==> src/hw/rtl/arc_pkg.sv <==
// Shared types, codes and defaults for the ARP resolver cache.
`timescale 1ns / 1ps

package arc_pkg;

  // Default table sizes.
  localparam int MAP_ENTRIES_DEF  = 16;
  localparam int PENDING_HOPS_DEF = 8;
  localparam int TAGS_PER_HOP_DEF = 8;

  // Input commands.
  localparam logic [1:0] CMD_SEND   = 2'd0;
  localparam logic [1:0] CMD_RECV   = 2'd1;
  localparam logic [1:0] CMD_TICK   = 2'd2;
  localparam logic [1:0] CMD_UNUSED = 2'd3;

  // Result kinds.
  localparam logic [1:0] KIND_IPV4      = 2'd0;
  localparam logic [1:0] KIND_ARP_REQ   = 2'd1;
  localparam logic [1:0] KIND_ARP_REPLY = 2'd2;
  localparam logic [1:0] KIND_DELIVER   = 2'd3;

  localparam logic [47:0] BROADCAST_MAC = 48'hFFFF_FFFF_FFFF;

  // Configuration register indexes and port widths.
  localparam int          REG_ADDR_W  = 5;
  localparam logic [1:0]  REG_OWN_MAC = 2'd0;
  localparam logic [1:0]  REG_OWN_IP  = 2'd1;
  localparam logic [1:0]  REG_LIFE    = 2'd2;
  localparam logic [1:0]  REG_RETRY   = 2'd3;
  localparam logic [31:0] LIFE_RESET  = 32'd30000;
  localparam logic [31:0] RETRY_RESET = 32'd5000;

  // Datapath operations issued by the controller.
  localparam logic [3:0] OP_IDLE       = 4'd0;
  localparam logic [3:0] OP_LATCH      = 4'd1;
  localparam logic [3:0] OP_SCAN       = 4'd2;
  localparam logic [3:0] OP_AGE        = 4'd3;
  localparam logic [3:0] OP_SEND       = 4'd4;
  localparam logic [3:0] OP_LEARN      = 4'd5;
  localparam logic [3:0] OP_FLUSH_RD   = 4'd6;
  localparam logic [3:0] OP_FLUSH_EMIT = 4'd7;
  localparam logic [3:0] OP_HOP_DROP   = 4'd8;
  localparam logic [3:0] OP_REPLY      = 4'd9;
  localparam logic [3:0] OP_DELIVER    = 4'd10;
  localparam logic [3:0] OP_FINISH     = 4'd11;

  typedef struct packed {
    logic [1:0]  command;
    logic [31:0] hop_addr;
    logic [15:0] datagram_tag;
    logic [47:0] frame_dst_mac;
    logic        frame_is_ipv4;
    logic        payload_ok;
    logic        arp_is_request;
    logic [47:0] arp_sender_mac;
    logic [31:0] arp_sender_ip;
    logic [31:0] arp_target_ip;
    logic [31:0] elapsed_ms;
  } req_word_t;

  typedef struct packed {
    logic [1:0]  result_kind;
    logic [47:0] dest_mac;
    logic [15:0] out_tag;
    logic [31:0] arp_target_addr;
    logic [47:0] arp_target_hw;
    logic        last;
  } res_word_t;

  typedef struct packed {
    logic [47:0] own_mac;
    logic [31:0] own_ip;
    logic [31:0] entry_lifetime_ms;
    logic [31:0] retry_interval_ms;
  } cfg_t;

  typedef struct packed {
    logic [3:0] op;
  } ctl_cmd_t;

  typedef struct packed {
    logic       push_ok;
    logic       scan_last;
    logic       recv_pass;
    logic       is_ipv4;
    logic       learn_flush;
    logic       reply_due;
    logic       flush_more;
    logic [1:0] command;
  } dp_status_t;

endpackage

==> src/hw/rtl/arc_ram.sv <==
// Generic single-port-write, registered-read RAM.
`timescale 1ns / 1ps

module arc_ram #(
  parameter int WIDTH = 16,
  parameter int DEPTH = 64
) (
  input  logic                                     clk,
  input  logic                                     we,
  input  logic [((DEPTH > 1) ? $clog2(DEPTH) : 1)-1:0] waddr,
  input  logic [WIDTH-1:0]                         wdata,
  input  logic                                     re,
  input  logic [((DEPTH > 1) ? $clog2(DEPTH) : 1)-1:0] raddr,
  output logic [WIDTH-1:0]                         rdata
);

  logic [WIDTH-1:0] mem [DEPTH];

  // Write port and registered read port; read data holds when not read.
  always_ff @(posedge clk) begin
    if (we) begin
      mem[waddr] <= wdata;
    end
    if (re) begin
      rdata <= mem[raddr];
    end
  end

endmodule

==> src/hw/rtl/arc_regs.sv <==
// APB-style configuration registers of the ARP resolver cache.
`timescale 1ns / 1ps

module arc_regs (
  input  logic                            clk,
  input  logic                            rst,
  input  logic                            psel,
  input  logic                            penable,
  input  logic                            pwrite,
  input  logic [arc_pkg::REG_ADDR_W-1:0]  paddr,
  input  logic [63:0]                     pwdata,
  output logic [63:0]                     prdata,
  output logic                            pready,
  output arc_pkg::cfg_t                   cfg
);

  logic [1:0] reg_idx;
  logic       wr_en;

  assign reg_idx = paddr[4:3];
  assign wr_en   = psel && penable && pwrite;
  assign pready  = 1'b1;

  // Register writes.
  always_ff @(posedge clk) begin
    if (rst) begin
      cfg.own_mac           <= '0;
      cfg.own_ip            <= '0;
      cfg.entry_lifetime_ms <= arc_pkg::LIFE_RESET;
      cfg.retry_interval_ms <= arc_pkg::RETRY_RESET;
    end else if (wr_en) begin
      case (reg_idx)
        arc_pkg::REG_OWN_MAC: cfg.own_mac           <= pwdata[47:0];
        arc_pkg::REG_OWN_IP:  cfg.own_ip            <= pwdata[31:0];
        arc_pkg::REG_LIFE:    cfg.entry_lifetime_ms <= pwdata[31:0];
        arc_pkg::REG_RETRY:   cfg.retry_interval_ms <= pwdata[31:0];
        default: ;
      endcase
    end
  end

  // Read-back multiplexer.
  always_comb begin
    case (reg_idx)
      arc_pkg::REG_OWN_MAC: prdata = {16'd0, cfg.own_mac};
      arc_pkg::REG_OWN_IP:  prdata = {32'd0, cfg.own_ip};
      arc_pkg::REG_LIFE:    prdata = {32'd0, cfg.entry_lifetime_ms};
      arc_pkg::REG_RETRY:   prdata = {32'd0, cfg.retry_interval_ms};
      default:              prdata = '0;
    endcase
  end

endmodule

==> src/hw/rtl/arc_dp.sv <==
// Datapath of the ARP resolver cache: tables, scan counter, tag RAM and result buffering.
`timescale 1ns / 1ps

module arc_dp #(
  parameter int MAP_ENTRIES  = arc_pkg::MAP_ENTRIES_DEF,
  parameter int PENDING_HOPS = arc_pkg::PENDING_HOPS_DEF,
  parameter int TAGS_PER_HOP = arc_pkg::TAGS_PER_HOP_DEF
) (
  input  logic                 clk,
  input  logic                 rst,
  input  arc_pkg::ctl_cmd_t    cmd,
  input  arc_pkg::req_word_t   req_word,
  input  arc_pkg::cfg_t        cfg,
  input  logic                 res_stall,
  output logic                 res_valid,
  output arc_pkg::res_word_t   res_word,
  output arc_pkg::dp_status_t  status
);

  localparam int SCAN_N = (MAP_ENTRIES > PENDING_HOPS) ? MAP_ENTRIES : PENDING_HOPS;
  localparam int IDX_W  = (SCAN_N > 1) ? $clog2(SCAN_N) : 1;
  localparam int MAP_W  = (MAP_ENTRIES > 1) ? $clog2(MAP_ENTRIES) : 1;
  localparam int HOP_W  = (PENDING_HOPS > 1) ? $clog2(PENDING_HOPS) : 1;
  localparam int CNT_W  = $clog2(TAGS_PER_HOP + 1);
  localparam int QDEPTH = PENDING_HOPS * TAGS_PER_HOP;
  localparam int Q_AW   = (QDEPTH > 1) ? $clog2(QDEPTH) : 1;

  // Latched item and scan state.
  arc_pkg::req_word_t item;
  logic [IDX_W-1:0]   idx;
  logic [CNT_W-1:0]   fi;

  logic               map_hit, map_free;
  logic [MAP_W-1:0]   map_hit_idx, map_free_idx;
  logic               hop_hit, hop_free;
  logic [HOP_W-1:0]   hop_hit_idx, hop_free_idx;

  // Address table and pending hop table.
  logic               map_valid [MAP_ENTRIES];
  logic [31:0]        map_ip    [MAP_ENTRIES];
  logic [47:0]        map_mac   [MAP_ENTRIES];
  logic [31:0]        map_rem   [MAP_ENTRIES];
  logic               hop_valid [PENDING_HOPS];
  logic [31:0]        hop_ip    [PENDING_HOPS];
  logic [31:0]        hop_retry [PENDING_HOPS];
  logic [CNT_W-1:0]   hop_count [PENDING_HOPS];

  // Result buffering: one held result, then the output register.
  logic               pend_valid;
  arc_pkg::res_word_t pend;
  arc_pkg::res_word_t pend_last;
  logic               emit_en;
  arc_pkg::res_word_t emit_res;
  logic               push_ok;

  // Tag RAM ports.
  logic               q_we, q_re;
  logic [Q_AW-1:0]    q_waddr, q_raddr;
  logic [15:0]        q_rdata;

  logic [31:0]        key;
  logic               map_in, hop_in;
  logic [MAP_W-1:0]   mi;
  logic [HOP_W-1:0]   hi;
  logic               map_expire, hop_expire;
  logic               for_own;

  assign key     = (item.command == arc_pkg::CMD_SEND) ? item.hop_addr : item.arp_sender_ip;
  assign mi      = idx[MAP_W-1:0];
  assign hi      = idx[HOP_W-1:0];
  assign map_in  = int'(idx) < MAP_ENTRIES;
  assign hop_in  = int'(idx) < PENDING_HOPS;
  assign map_expire = map_rem[mi] <= item.elapsed_ms;
  assign hop_expire = hop_retry[hi] <= item.elapsed_ms;
  assign for_own = item.arp_target_ip == cfg.own_ip;
  assign push_ok = !pend_valid || !res_valid || !res_stall;

  // Status towards the controller.
  always_comb begin
    status.push_ok     = push_ok;
    status.scan_last   = idx == IDX_W'(SCAN_N - 1);
    status.recv_pass   = ((item.frame_dst_mac == cfg.own_mac) ||
                          (item.frame_dst_mac == arc_pkg::BROADCAST_MAC)) && item.payload_ok;
    status.is_ipv4     = item.frame_is_ipv4;
    status.learn_flush = for_own && !map_hit && hop_hit;
    status.reply_due   = for_own && item.arp_is_request;
    status.flush_more  = fi < hop_count[hop_hit_idx];
    status.command     = item.command;
  end

  // Result produced by the current operation, if any.
  always_comb begin
    emit_en  = 1'b0;
    emit_res = '0;
    case (cmd.op)
      arc_pkg::OP_AGE: begin
        if (hop_in && hop_valid[hi] && hop_expire) begin
          emit_en                  = 1'b1;
          emit_res.result_kind     = arc_pkg::KIND_ARP_REQ;
          emit_res.dest_mac        = arc_pkg::BROADCAST_MAC;
          emit_res.arp_target_addr = hop_ip[hi];
        end
      end
      arc_pkg::OP_SEND: begin
        if (map_hit) begin
          emit_en              = 1'b1;
          emit_res.result_kind = arc_pkg::KIND_IPV4;
          emit_res.dest_mac    = map_mac[map_hit_idx];
          emit_res.out_tag     = item.datagram_tag;
        end else if (!hop_hit && hop_free) begin
          emit_en                  = 1'b1;
          emit_res.result_kind     = arc_pkg::KIND_ARP_REQ;
          emit_res.dest_mac        = arc_pkg::BROADCAST_MAC;
          emit_res.arp_target_addr = item.hop_addr;
        end
      end
      arc_pkg::OP_FLUSH_EMIT: begin
        emit_en              = 1'b1;
        emit_res.result_kind = arc_pkg::KIND_IPV4;
        emit_res.dest_mac    = item.arp_sender_mac;
        emit_res.out_tag     = q_rdata;
      end
      arc_pkg::OP_REPLY: begin
        emit_en                  = 1'b1;
        emit_res.result_kind     = arc_pkg::KIND_ARP_REPLY;
        emit_res.dest_mac        = item.arp_sender_mac;
        emit_res.arp_target_addr = item.arp_sender_ip;
        emit_res.arp_target_hw   = item.arp_sender_mac;
      end
      arc_pkg::OP_DELIVER: begin
        emit_en              = 1'b1;
        emit_res.result_kind = arc_pkg::KIND_DELIVER;
      end
      default: ;
    endcase
  end

  // Held result with its last flag raised, for the end of an item.
  always_comb begin
    pend_last      = pend;
    pend_last.last = 1'b1;
  end

  // Tag RAM addressing: slot within the hop's row.
  always_comb begin
    q_we    = 1'b0;
    q_waddr = '0;
    if (cmd.op == arc_pkg::OP_SEND && !map_hit) begin
      if (hop_hit) begin
        q_we    = hop_count[hop_hit_idx] < CNT_W'(TAGS_PER_HOP);
        q_waddr = Q_AW'(hop_hit_idx) * Q_AW'(TAGS_PER_HOP) + Q_AW'(hop_count[hop_hit_idx]);
      end else if (hop_free) begin
        q_we    = 1'b1;
        q_waddr = Q_AW'(hop_free_idx) * Q_AW'(TAGS_PER_HOP);
      end
    end
  end

  assign q_re    = cmd.op == arc_pkg::OP_FLUSH_RD;
  assign q_raddr = Q_AW'(hop_hit_idx) * Q_AW'(TAGS_PER_HOP) + Q_AW'(fi);

  arc_ram #(
    .WIDTH (16),
    .DEPTH (QDEPTH)
  ) u_tag_ram (
    .clk   (clk),
    .we    (q_we),
    .waddr (q_waddr),
    .wdata (item.datagram_tag),
    .re    (q_re),
    .raddr (q_raddr),
    .rdata (q_rdata)
  );

  // Item latch, scan counter and search results.
  always_ff @(posedge clk) begin
    case (cmd.op)
      arc_pkg::OP_LATCH: begin
        item     <= req_word;
        idx      <= '0;
        fi       <= '0;
        map_hit  <= 1'b0;
        map_free <= 1'b0;
        hop_hit  <= 1'b0;
        hop_free <= 1'b0;
      end
      arc_pkg::OP_SCAN: begin
        idx <= idx + 1'b1;
        if (map_in) begin
          if (map_valid[mi] && map_ip[mi] == key && !map_hit) begin
            map_hit     <= 1'b1;
            map_hit_idx <= mi;
          end
          if (!map_valid[mi] && !map_free) begin
            map_free     <= 1'b1;
            map_free_idx <= mi;
          end
        end
        if (hop_in) begin
          if (hop_valid[hi] && hop_ip[hi] == key && !hop_hit) begin
            hop_hit     <= 1'b1;
            hop_hit_idx <= hi;
          end
          if (!hop_valid[hi] && !hop_free) begin
            hop_free     <= 1'b1;
            hop_free_idx <= hi;
          end
        end
      end
      arc_pkg::OP_AGE:        idx <= idx + 1'b1;
      arc_pkg::OP_FLUSH_EMIT: fi  <= fi + 1'b1;
      default: ;
    endcase
  end

  // Table valid bits.
  always_ff @(posedge clk) begin
    if (rst) begin
      for (int i = 0; i < MAP_ENTRIES; i++) begin
        map_valid[i] <= 1'b0;
      end
      for (int i = 0; i < PENDING_HOPS; i++) begin
        hop_valid[i] <= 1'b0;
      end
    end else begin
      case (cmd.op)
        arc_pkg::OP_AGE: begin
          if (map_in && map_valid[mi] && map_expire) begin
            map_valid[mi] <= 1'b0;
          end
        end
        arc_pkg::OP_SEND: begin
          if (!map_hit && !hop_hit && hop_free) begin
            hop_valid[hop_free_idx] <= 1'b1;
          end
        end
        arc_pkg::OP_LEARN: begin
          if (for_own && !map_hit && map_free) begin
            map_valid[map_free_idx] <= 1'b1;
          end
        end
        arc_pkg::OP_HOP_DROP: hop_valid[hop_hit_idx] <= 1'b0;
        default: ;
      endcase
    end
  end

  // Table contents.
  always_ff @(posedge clk) begin
    case (cmd.op)
      arc_pkg::OP_AGE: begin
        if (map_in && map_valid[mi] && !map_expire) begin
          map_rem[mi] <= map_rem[mi] - item.elapsed_ms;
        end
        if (hop_in && hop_valid[hi]) begin
          if (hop_expire) begin
            hop_retry[hi] <= cfg.retry_interval_ms;
          end else begin
            hop_retry[hi] <= hop_retry[hi] - item.elapsed_ms;
          end
        end
      end
      arc_pkg::OP_SEND: begin
        if (!map_hit) begin
          if (hop_hit) begin
            if (hop_count[hop_hit_idx] < CNT_W'(TAGS_PER_HOP)) begin
              hop_count[hop_hit_idx] <= hop_count[hop_hit_idx] + 1'b1;
            end
          end else if (hop_free) begin
            hop_ip[hop_free_idx]    <= item.hop_addr;
            hop_retry[hop_free_idx] <= cfg.retry_interval_ms;
            hop_count[hop_free_idx] <= CNT_W'(1);
          end
        end
      end
      arc_pkg::OP_LEARN: begin
        if (map_hit) begin
          map_mac[map_hit_idx] <= item.arp_sender_mac;
          map_rem[map_hit_idx] <= cfg.entry_lifetime_ms;
        end else if (for_own && map_free) begin
          map_ip[map_free_idx]  <= item.arp_sender_ip;
          map_mac[map_free_idx] <= item.arp_sender_mac;
          map_rem[map_free_idx] <= cfg.entry_lifetime_ms;
        end
      end
      default: ;
    endcase
  end

  // Handshake state of the held result and the output register.
  always_ff @(posedge clk) begin
    if (rst) begin
      pend_valid <= 1'b0;
      res_valid  <= 1'b0;
    end else begin
      if (emit_en) begin
        pend_valid <= 1'b1;
        if (pend_valid) begin
          res_valid <= 1'b1;
        end else if (res_valid && !res_stall) begin
          res_valid <= 1'b0;
        end
      end else if (cmd.op == arc_pkg::OP_FINISH && pend_valid) begin
        pend_valid <= 1'b0;
        res_valid  <= 1'b1;
      end else if (res_valid && !res_stall) begin
        res_valid <= 1'b0;
      end
    end
  end

  // Payload of the held result and the output register; held results carry last low.
  always_ff @(posedge clk) begin
    if (emit_en) begin
      pend <= emit_res;
      if (pend_valid) begin
        res_word <= pend;
      end
    end else if (cmd.op == arc_pkg::OP_FINISH && pend_valid) begin
      res_word <= pend_last;
    end
  end

  // A held result is only released as the last word of its item.
  assert property (@(posedge clk) disable iff (rst)
    ($fell(pend_valid) && !$past(rst)) |-> $past(cmd.op) == arc_pkg::OP_FINISH)
    else $error("held result dropped outside finish");

  // A flush never reads past the end of a hop's row.
  assert property (@(posedge clk) disable iff (rst)
    (cmd.op == arc_pkg::OP_FLUSH_RD) |-> int'(fi) < TAGS_PER_HOP)
    else $error("tag flush beyond row");

endmodule

==> src/hw/rtl/arc_ctrl.sv <==
// Controller state machine of the ARP resolver cache.
`timescale 1ns / 1ps

module arc_ctrl (
  input  logic                 clk,
  input  logic                 rst,
  input  logic                 req_valid,
  output logic                 req_stall,
  input  arc_pkg::dp_status_t  status,
  output arc_pkg::ctl_cmd_t    cmd
);

  localparam logic [3:0] ST_IDLE     = 4'd0;
  localparam logic [3:0] ST_DISPATCH = 4'd1;
  localparam logic [3:0] ST_SCAN     = 4'd2;
  localparam logic [3:0] ST_SEND     = 4'd3;
  localparam logic [3:0] ST_LEARN    = 4'd4;
  localparam logic [3:0] ST_FLUSH_RD = 4'd5;
  localparam logic [3:0] ST_FLUSH_EM = 4'd6;
  localparam logic [3:0] ST_REPLY    = 4'd7;
  localparam logic [3:0] ST_DELIVER  = 4'd8;
  localparam logic [3:0] ST_AGE      = 4'd9;
  localparam logic [3:0] ST_FINISH   = 4'd10;

  logic [3:0] state, state_next;
  logic       accept;

  assign req_stall = rst || (state != ST_IDLE);
  assign accept    = req_valid && !req_stall;

  // Next state and datapath operation.
  always_comb begin
    state_next = state;
    cmd.op     = arc_pkg::OP_IDLE;
    case (state)
      ST_IDLE: begin
        if (accept) begin
          cmd.op     = arc_pkg::OP_LATCH;
          state_next = ST_DISPATCH;
        end
      end
      ST_DISPATCH: begin
        case (status.command)
          arc_pkg::CMD_SEND: state_next = ST_SCAN;
          arc_pkg::CMD_RECV: state_next = ST_SCAN;
          arc_pkg::CMD_TICK: state_next = ST_AGE;
          default:           state_next = ST_FINISH;
        endcase
      end
      ST_SCAN: begin
        cmd.op = arc_pkg::OP_SCAN;
        if (status.scan_last) begin
          if (status.command == arc_pkg::CMD_SEND) begin
            state_next = ST_SEND;
          end else if (!status.recv_pass) begin
            state_next = ST_FINISH;
          end else if (status.is_ipv4) begin
            state_next = ST_DELIVER;
          end else begin
            state_next = ST_LEARN;
          end
        end
      end
      ST_SEND: begin
        if (status.push_ok) begin
          cmd.op     = arc_pkg::OP_SEND;
          state_next = ST_FINISH;
        end
      end
      ST_LEARN: begin
        cmd.op = arc_pkg::OP_LEARN;
        if (status.learn_flush) begin
          state_next = ST_FLUSH_RD;
        end else if (status.reply_due) begin
          state_next = ST_REPLY;
        end else begin
          state_next = ST_FINISH;
        end
      end
      ST_FLUSH_RD: begin
        if (status.flush_more) begin
          cmd.op     = arc_pkg::OP_FLUSH_RD;
          state_next = ST_FLUSH_EM;
        end else begin
          cmd.op     = arc_pkg::OP_HOP_DROP;
          state_next = status.reply_due ? ST_REPLY : ST_FINISH;
        end
      end
      ST_FLUSH_EM: begin
        if (status.push_ok) begin
          cmd.op     = arc_pkg::OP_FLUSH_EMIT;
          state_next = ST_FLUSH_RD;
        end
      end
      ST_REPLY: begin
        if (status.push_ok) begin
          cmd.op     = arc_pkg::OP_REPLY;
          state_next = ST_FINISH;
        end
      end
      ST_DELIVER: begin
        if (status.push_ok) begin
          cmd.op     = arc_pkg::OP_DELIVER;
          state_next = ST_FINISH;
        end
      end
      ST_AGE: begin
        if (status.push_ok) begin
          cmd.op = arc_pkg::OP_AGE;
          if (status.scan_last) begin
            state_next = ST_FINISH;
          end
        end
      end
      ST_FINISH: begin
        if (status.push_ok) begin
          cmd.op     = arc_pkg::OP_FINISH;
          state_next = ST_IDLE;
        end
      end
      default: state_next = ST_IDLE;
    endcase
  end

  // State register.
  always_ff @(posedge clk) begin
    if (rst) begin
      state <= ST_IDLE;
    end else begin
      state <= state_next;
    end
  end

  // An accepted word always starts work on the next cycle.
  assert property (@(posedge clk) disable iff (rst)
    accept |=> state == ST_DISPATCH)
    else $error("accepted word not dispatched");

  // Operations that may produce a result only run when the buffer can take it.
  assert property (@(posedge clk) disable iff (rst)
    (cmd.op == arc_pkg::OP_SEND || cmd.op == arc_pkg::OP_AGE ||
     cmd.op == arc_pkg::OP_FLUSH_EMIT || cmd.op == arc_pkg::OP_REPLY ||
     cmd.op == arc_pkg::OP_DELIVER || cmd.op == arc_pkg::OP_FINISH) |-> status.push_ok)
    else $error("result produced without room");

endmodule

==> src/hw/rtl/arp_resolver_cache_top.sv <==
// Top level of the ARP resolver cache.
`timescale 1ns / 1ps
// Usage: request words (send, received frame or tick) enter on req_valid/req_stall;
// result words leave on res_valid/res_stall, the final word of each request marked
// by last. Configuration registers are written over the APB-style port, 64-bit data
// at byte addresses 0, 8, 16 and 24; the user must write them only while the block
// is idle, which the block itself does not enforce. Timing: one request is worked
// at a time. Every send, frame and tick walks one table entry per cycle across
// max(MAP_ENTRIES, PENDING_HOPS) entries, a tick pausing while the output is stalled;
// a flushed queue reads each queued tag from the tag RAM before it is emitted.
// Each result is held one word back so that its last flag is known, then placed in
// the output register when the next result is made or when the request finishes.
// Reset clears the address and pending tables' valid bits and loads the register
// defaults; no clearing pass is needed. When the receiver stalls, the output word
// holds and the block pauses at its next result until the output register frees.
module arp_resolver_cache_top #(
  parameter int MAP_ENTRIES  = arc_pkg::MAP_ENTRIES_DEF,
  parameter int PENDING_HOPS = arc_pkg::PENDING_HOPS_DEF,
  parameter int TAGS_PER_HOP = arc_pkg::TAGS_PER_HOP_DEF
) (
  input  logic                            clk,
  input  logic                            rst,
  input  logic                            req_valid,
  output logic                            req_stall,
  input  arc_pkg::req_word_t              req_word,
  output logic                            res_valid,
  input  logic                            res_stall,
  output arc_pkg::res_word_t              res_word,
  input  logic                            psel,
  input  logic                            penable,
  input  logic                            pwrite,
  input  logic [arc_pkg::REG_ADDR_W-1:0]  paddr,
  input  logic [63:0]                     pwdata,
  output logic [63:0]                     prdata,
  output logic                            pready
);

  arc_pkg::cfg_t       cfg;
  arc_pkg::ctl_cmd_t   cmd;
  arc_pkg::dp_status_t status;

  arc_regs u_regs (
    .clk     (clk),
    .rst     (rst),
    .psel    (psel),
    .penable (penable),
    .pwrite  (pwrite),
    .paddr   (paddr),
    .pwdata  (pwdata),
    .prdata  (prdata),
    .pready  (pready),
    .cfg     (cfg)
  );

  arc_ctrl u_ctrl (
    .clk       (clk),
    .rst       (rst),
    .req_valid (req_valid),
    .req_stall (req_stall),
    .status    (status),
    .cmd       (cmd)
  );

  arc_dp #(
    .MAP_ENTRIES  (MAP_ENTRIES),
    .PENDING_HOPS (PENDING_HOPS),
    .TAGS_PER_HOP (TAGS_PER_HOP)
  ) u_dp (
    .clk       (clk),
    .rst       (rst),
    .cmd       (cmd),
    .req_word  (req_word),
    .cfg       (cfg),
    .res_stall (res_stall),
    .res_valid (res_valid),
    .res_word  (res_word),
    .status    (status)
  );

endmodule

==> config.mk <==
export PLATFORM = sky130hd
export DESIGN_NAME = arp_resolver_cache_top
export DESIGN_NICKNAME = d
export VERILOG_FILES = /design/src/hw/rtl/arc_pkg.sv /design/src/hw/rtl/arc_ram.sv /design/src/hw/rtl/arc_regs.sv /design/src/hw/rtl/arc_dp.sv /design/src/hw/rtl/arc_ctrl.sv /design/src/hw/rtl/arp_resolver_cache_top.sv
export SDC_FILE = /design/constraint.sdc
export NUM_CORES = 2
export LEC_CHECK = 0
export BUFFER_PORTS_ARGS = -buffer_cell sky130_fd_sc_hd__buf_2
export CAP_MARGIN = 15
export CORE_UTILIZATION = 41
export DETAILED_ROUTE_END_ITERATION = 10
export PLACE_DENSITY = 0.61
export SLEW_MARGIN = 25
export SYNTH_ARGS = -nofsm -noshare
export SYNTH_HDL_FRONTEND = slang
export SYNTH_HIERARCHICAL = 1
export SYNTH_SLANG_ARGS = --single-unit
export TNS_END_PERCENT = 50
==> constraint.sdc <==
create_clock -name clk -period 10.6 [get_ports clk]
set_input_delay 2.12 -clock clk [delete_from_list [all_inputs] [get_ports clk]]
set_output_delay 2.12 -clock clk [all_outputs]
set_load 0.02 [all_outputs]
==> results.cfg <==
[outcome]
status = finished, final reports clean

[timing]
relSlewSlack = 0.244
rsz0062_at_grt = false
finalHoldViolCount = 0
fin_tns_setup_ns = 0
fin_crit_ns = 7.97
worst_pin_slew_ns = 1.13
fin_skew_ns = 0.0652
setup_viol = 0
holdWs_ns = 0.394
drv_slew = 0
fmax_mhz = 125
fin_crit_sh = 0.752

[grt]
grt.total_usage = 0.203
grt_max_degree = 153
grt_pass1_vias = 84354
grt_first_pass_wirelength_mm = 595
antenna_found_initial = 30
grt_overflow = 0

[logic_synthesis]
yosysSeqAreaShare = 0.746
synth-seq-cells = 4125
yosys-top-cells-area = edfxtp_1, mux4_2, mux2i_1, dfxtp_1, nand2_1
synth_commonest_cells = edfxtp_1, mux4_2, nand2_1, mux2i_1, nor2_1
yosys.cell_types.count = 93
synth_top_area_cell = edfxtp_1
synth-main-ff-cell = edfxtp_1
synth_most_common_cell = edfxtp_1
netlist_area_um2 = 164000
syn_area_per_cell_um2 = 19.8
async_flop_share = 0
synth_top_cell_area_share = 0.726
syn_inst = 8270
synth_edf_count = 3964
yosys_warnings = 6

[clock_tree]
clk_latency_ns = 0.99
cts_made_buffers = 419
clkSinkCount = 4125
clk_pin_slew_ns = 0.06
clockBufferDepth = 4
cts.repair.resized = 0
cts_setup_buffers = 0
cts_tree = done
root_buffer = clkbuf_16
h-tree-depth = 5
ctsHoldBuffers = 0

[cells_and_area]
drive_gt1_frac = 0.260
fin_util = 0.472
multi_input_area_um2 = 39500
fill_cells = 32578
final_cell_count_no_fill = 14628
syn2layout_area_growth_pct = 14.3
layout.area.seq_um2 = 122000
finalNetCount = 9404

[job]
drv_cap = 0

[placement]
place.gp.congestion = 0.865
dp.cells = 13826
port_buffers = 498
hpwlAfterDp_mm = 249

[setup_path]
cp-end-kind = flop
cp-start-kind = flop
crit_arrival_ns = 8.55
crit_fanout = 33
crit_required_ns = 11.18
worstSetupPathType = flop to flop

[die]
die_w_um = 634
fp.coreArea_um2 = 397000
num_rows = 231
die_area_um2 = 402000
boundaryPins = 535
die_h_um = 634
start_util = 0.413

[route]
vias_per_cell = 5.68
drt_iter0_markers = 8601
routed_wl_mm = 416
drc_errors = 0
postRouteAntennaNets = 0
wl_per_cell_um = 28.5
vias = 83058
drt_pre_antenna_iters = 6

[power_and_ir_drop]
p_seq_frac = 0.452
cellPowerDensity_nw_per_um2 = 263
combPwrFrac = 0.247
sw_frac_of_total = 0.305
irDropWorstVdd_uv = 241
pwr-share-clk = 0.302
p_sw_mw = 15.0
p_int_mw = 34.3
p_leak_nw = 61.3

[worst_hold_path]
hp-class = flop to flop
final timing paths:
check	slack (ns)	cells after the start	end	from
setup / recovery	2.63	19	u_dp/map_mac[4][36]	flop
hold / removal	0.39	0	u_dp/res_word[131]	u_dp/pend[131]
setup reg to reg	2.63	19	u_dp/map_mac[4][36]	flop
hold reg to reg	0.39	0	u_dp/res_word[131]	u_dp/pend[131]
registers in the layout, summed over array words and instances, names as in the netlist, 8 cells and up, named ones only:
| name | flops |
|---|---|
| u_dp/res_word | 147 |
| u_dp/map_mac | 768 |
| u_dp/map_rem | 512 |
| u_dp/u_tag_ram/mem | 1024 |
| u_dp/map_ip | 512 |
| u_dp/pend | 146 |
| u_dp/hop_valid | 8 |
| u_dp/item | 242 |
| u_dp/hop_count | 32 |
| u_dp/u_tag_ram/rdata | 16 |
| u_dp/hop_retry | 256 |
| u_dp/hop_ip | 256 |
| u_regs/cfg | 144 |
| u_dp/map_valid | 16 |
metal layers:
metal  wire [µm]  vias to the layer above  global-route usage
li1            -                    35213                   -
met1      167000                    44016               0.271
met2      207000                     3187               0.343
met3       26400                      640              0.0278
met4       15400                        2              0.0716
met5          13                        -                   0
power groups by stage:
stage	sequential [mW]	combinational [mW]	clock (mW)
floorplan	22.4	8.02	0
detailed placement	22.6	12.1	0
CTS	22.3	12.1	15.2
global placement	22.5	11.7	0
global route	22.4	13.0	15.8
finish	22.3	12.2	14.9
cell families after synthesis:
kind of cell               count (synthesis)  share of synthesized area
DFF                                     4125                      0.746
buffers and inverters                    531                     0.0175
AOI/OAI and AO/OA                        708                     0.0285
and+or+nand+nor                         1294                     0.0394
muxes                                   1306                      0.150
adders and majority gates                 76                    0.00589
xor gates and xnor gates                 228                     0.0122
other                                      2                  0.0000458
per-stage QoR:
step	cell area (µm²)	power (mW)	setup WS, ns
floorplan	164000	30.4	1.48
global route	187000	51.2	2.21
finish	187000	49.3	2.63
global placement	173000	34.2	2.81
detailed placement	173000	34.7	2.82
CTS	187000	49.6	2.74
final cells by class:
class | count | area share
antenna | 29 | 0.000388
clock buffer | 506 | 0.0588
clock inverter | 265 | 0.0152
inverter | 80 | 0.00171
multi-input combinational | 3629 | 0.211
sequential | 4125 | 0.653
tap | 5242 | 0.0350
timing repair buffer | 752 | 0.0248
worst max-delay path: stages, from the launching register on:
cell,delay (ns)
dfxtp_1,0.68
mux4_2,0.57
mux2i_1,0.32
ha_1,0.30
o21a_1,0.10
o21ai_0,0.17
nand2b_1,0.09
a21oi_1,0.62
nor2_1,0.09
o22ai_1,0.17
a32oi_1,0.08
nor2_1,0.35
nand2b_1,0.22
nor2_1,0.33
nand4_1,0.79
or3_1,0.86
a21boi_0,0.25
buf_4,0.24
nor2_4,0.61
buf_4,0.67
layout by cell type (no fill, tap or decap), types with 35 or more instances in the layout:
cell and instances:
xnor2_1 141, nand2b_1 181, nand2_1 359, nand4_1 62
ha_1 73, nor3_1 45, mux2_2 42, a21oi_1 117
inv_1 74, a22oi_1 85, clkbuf_1 73, nand3_1 114
mux4_1 35, clkinv_2 78, xor2_1 86, mux2i_1 353
clkinv_1 95, mux4_2 874, o21ai_0 192, clkbuf_16 425
edfxtp_1 3964, dfxtp_1 153, buf_2 498, nor2_1 201
bufinv_16 52, buf_4 236, nor2_4 68, a21o_1 35
nor2b_1 49, and3_1 64
Power figures use the tool's default switching activity.
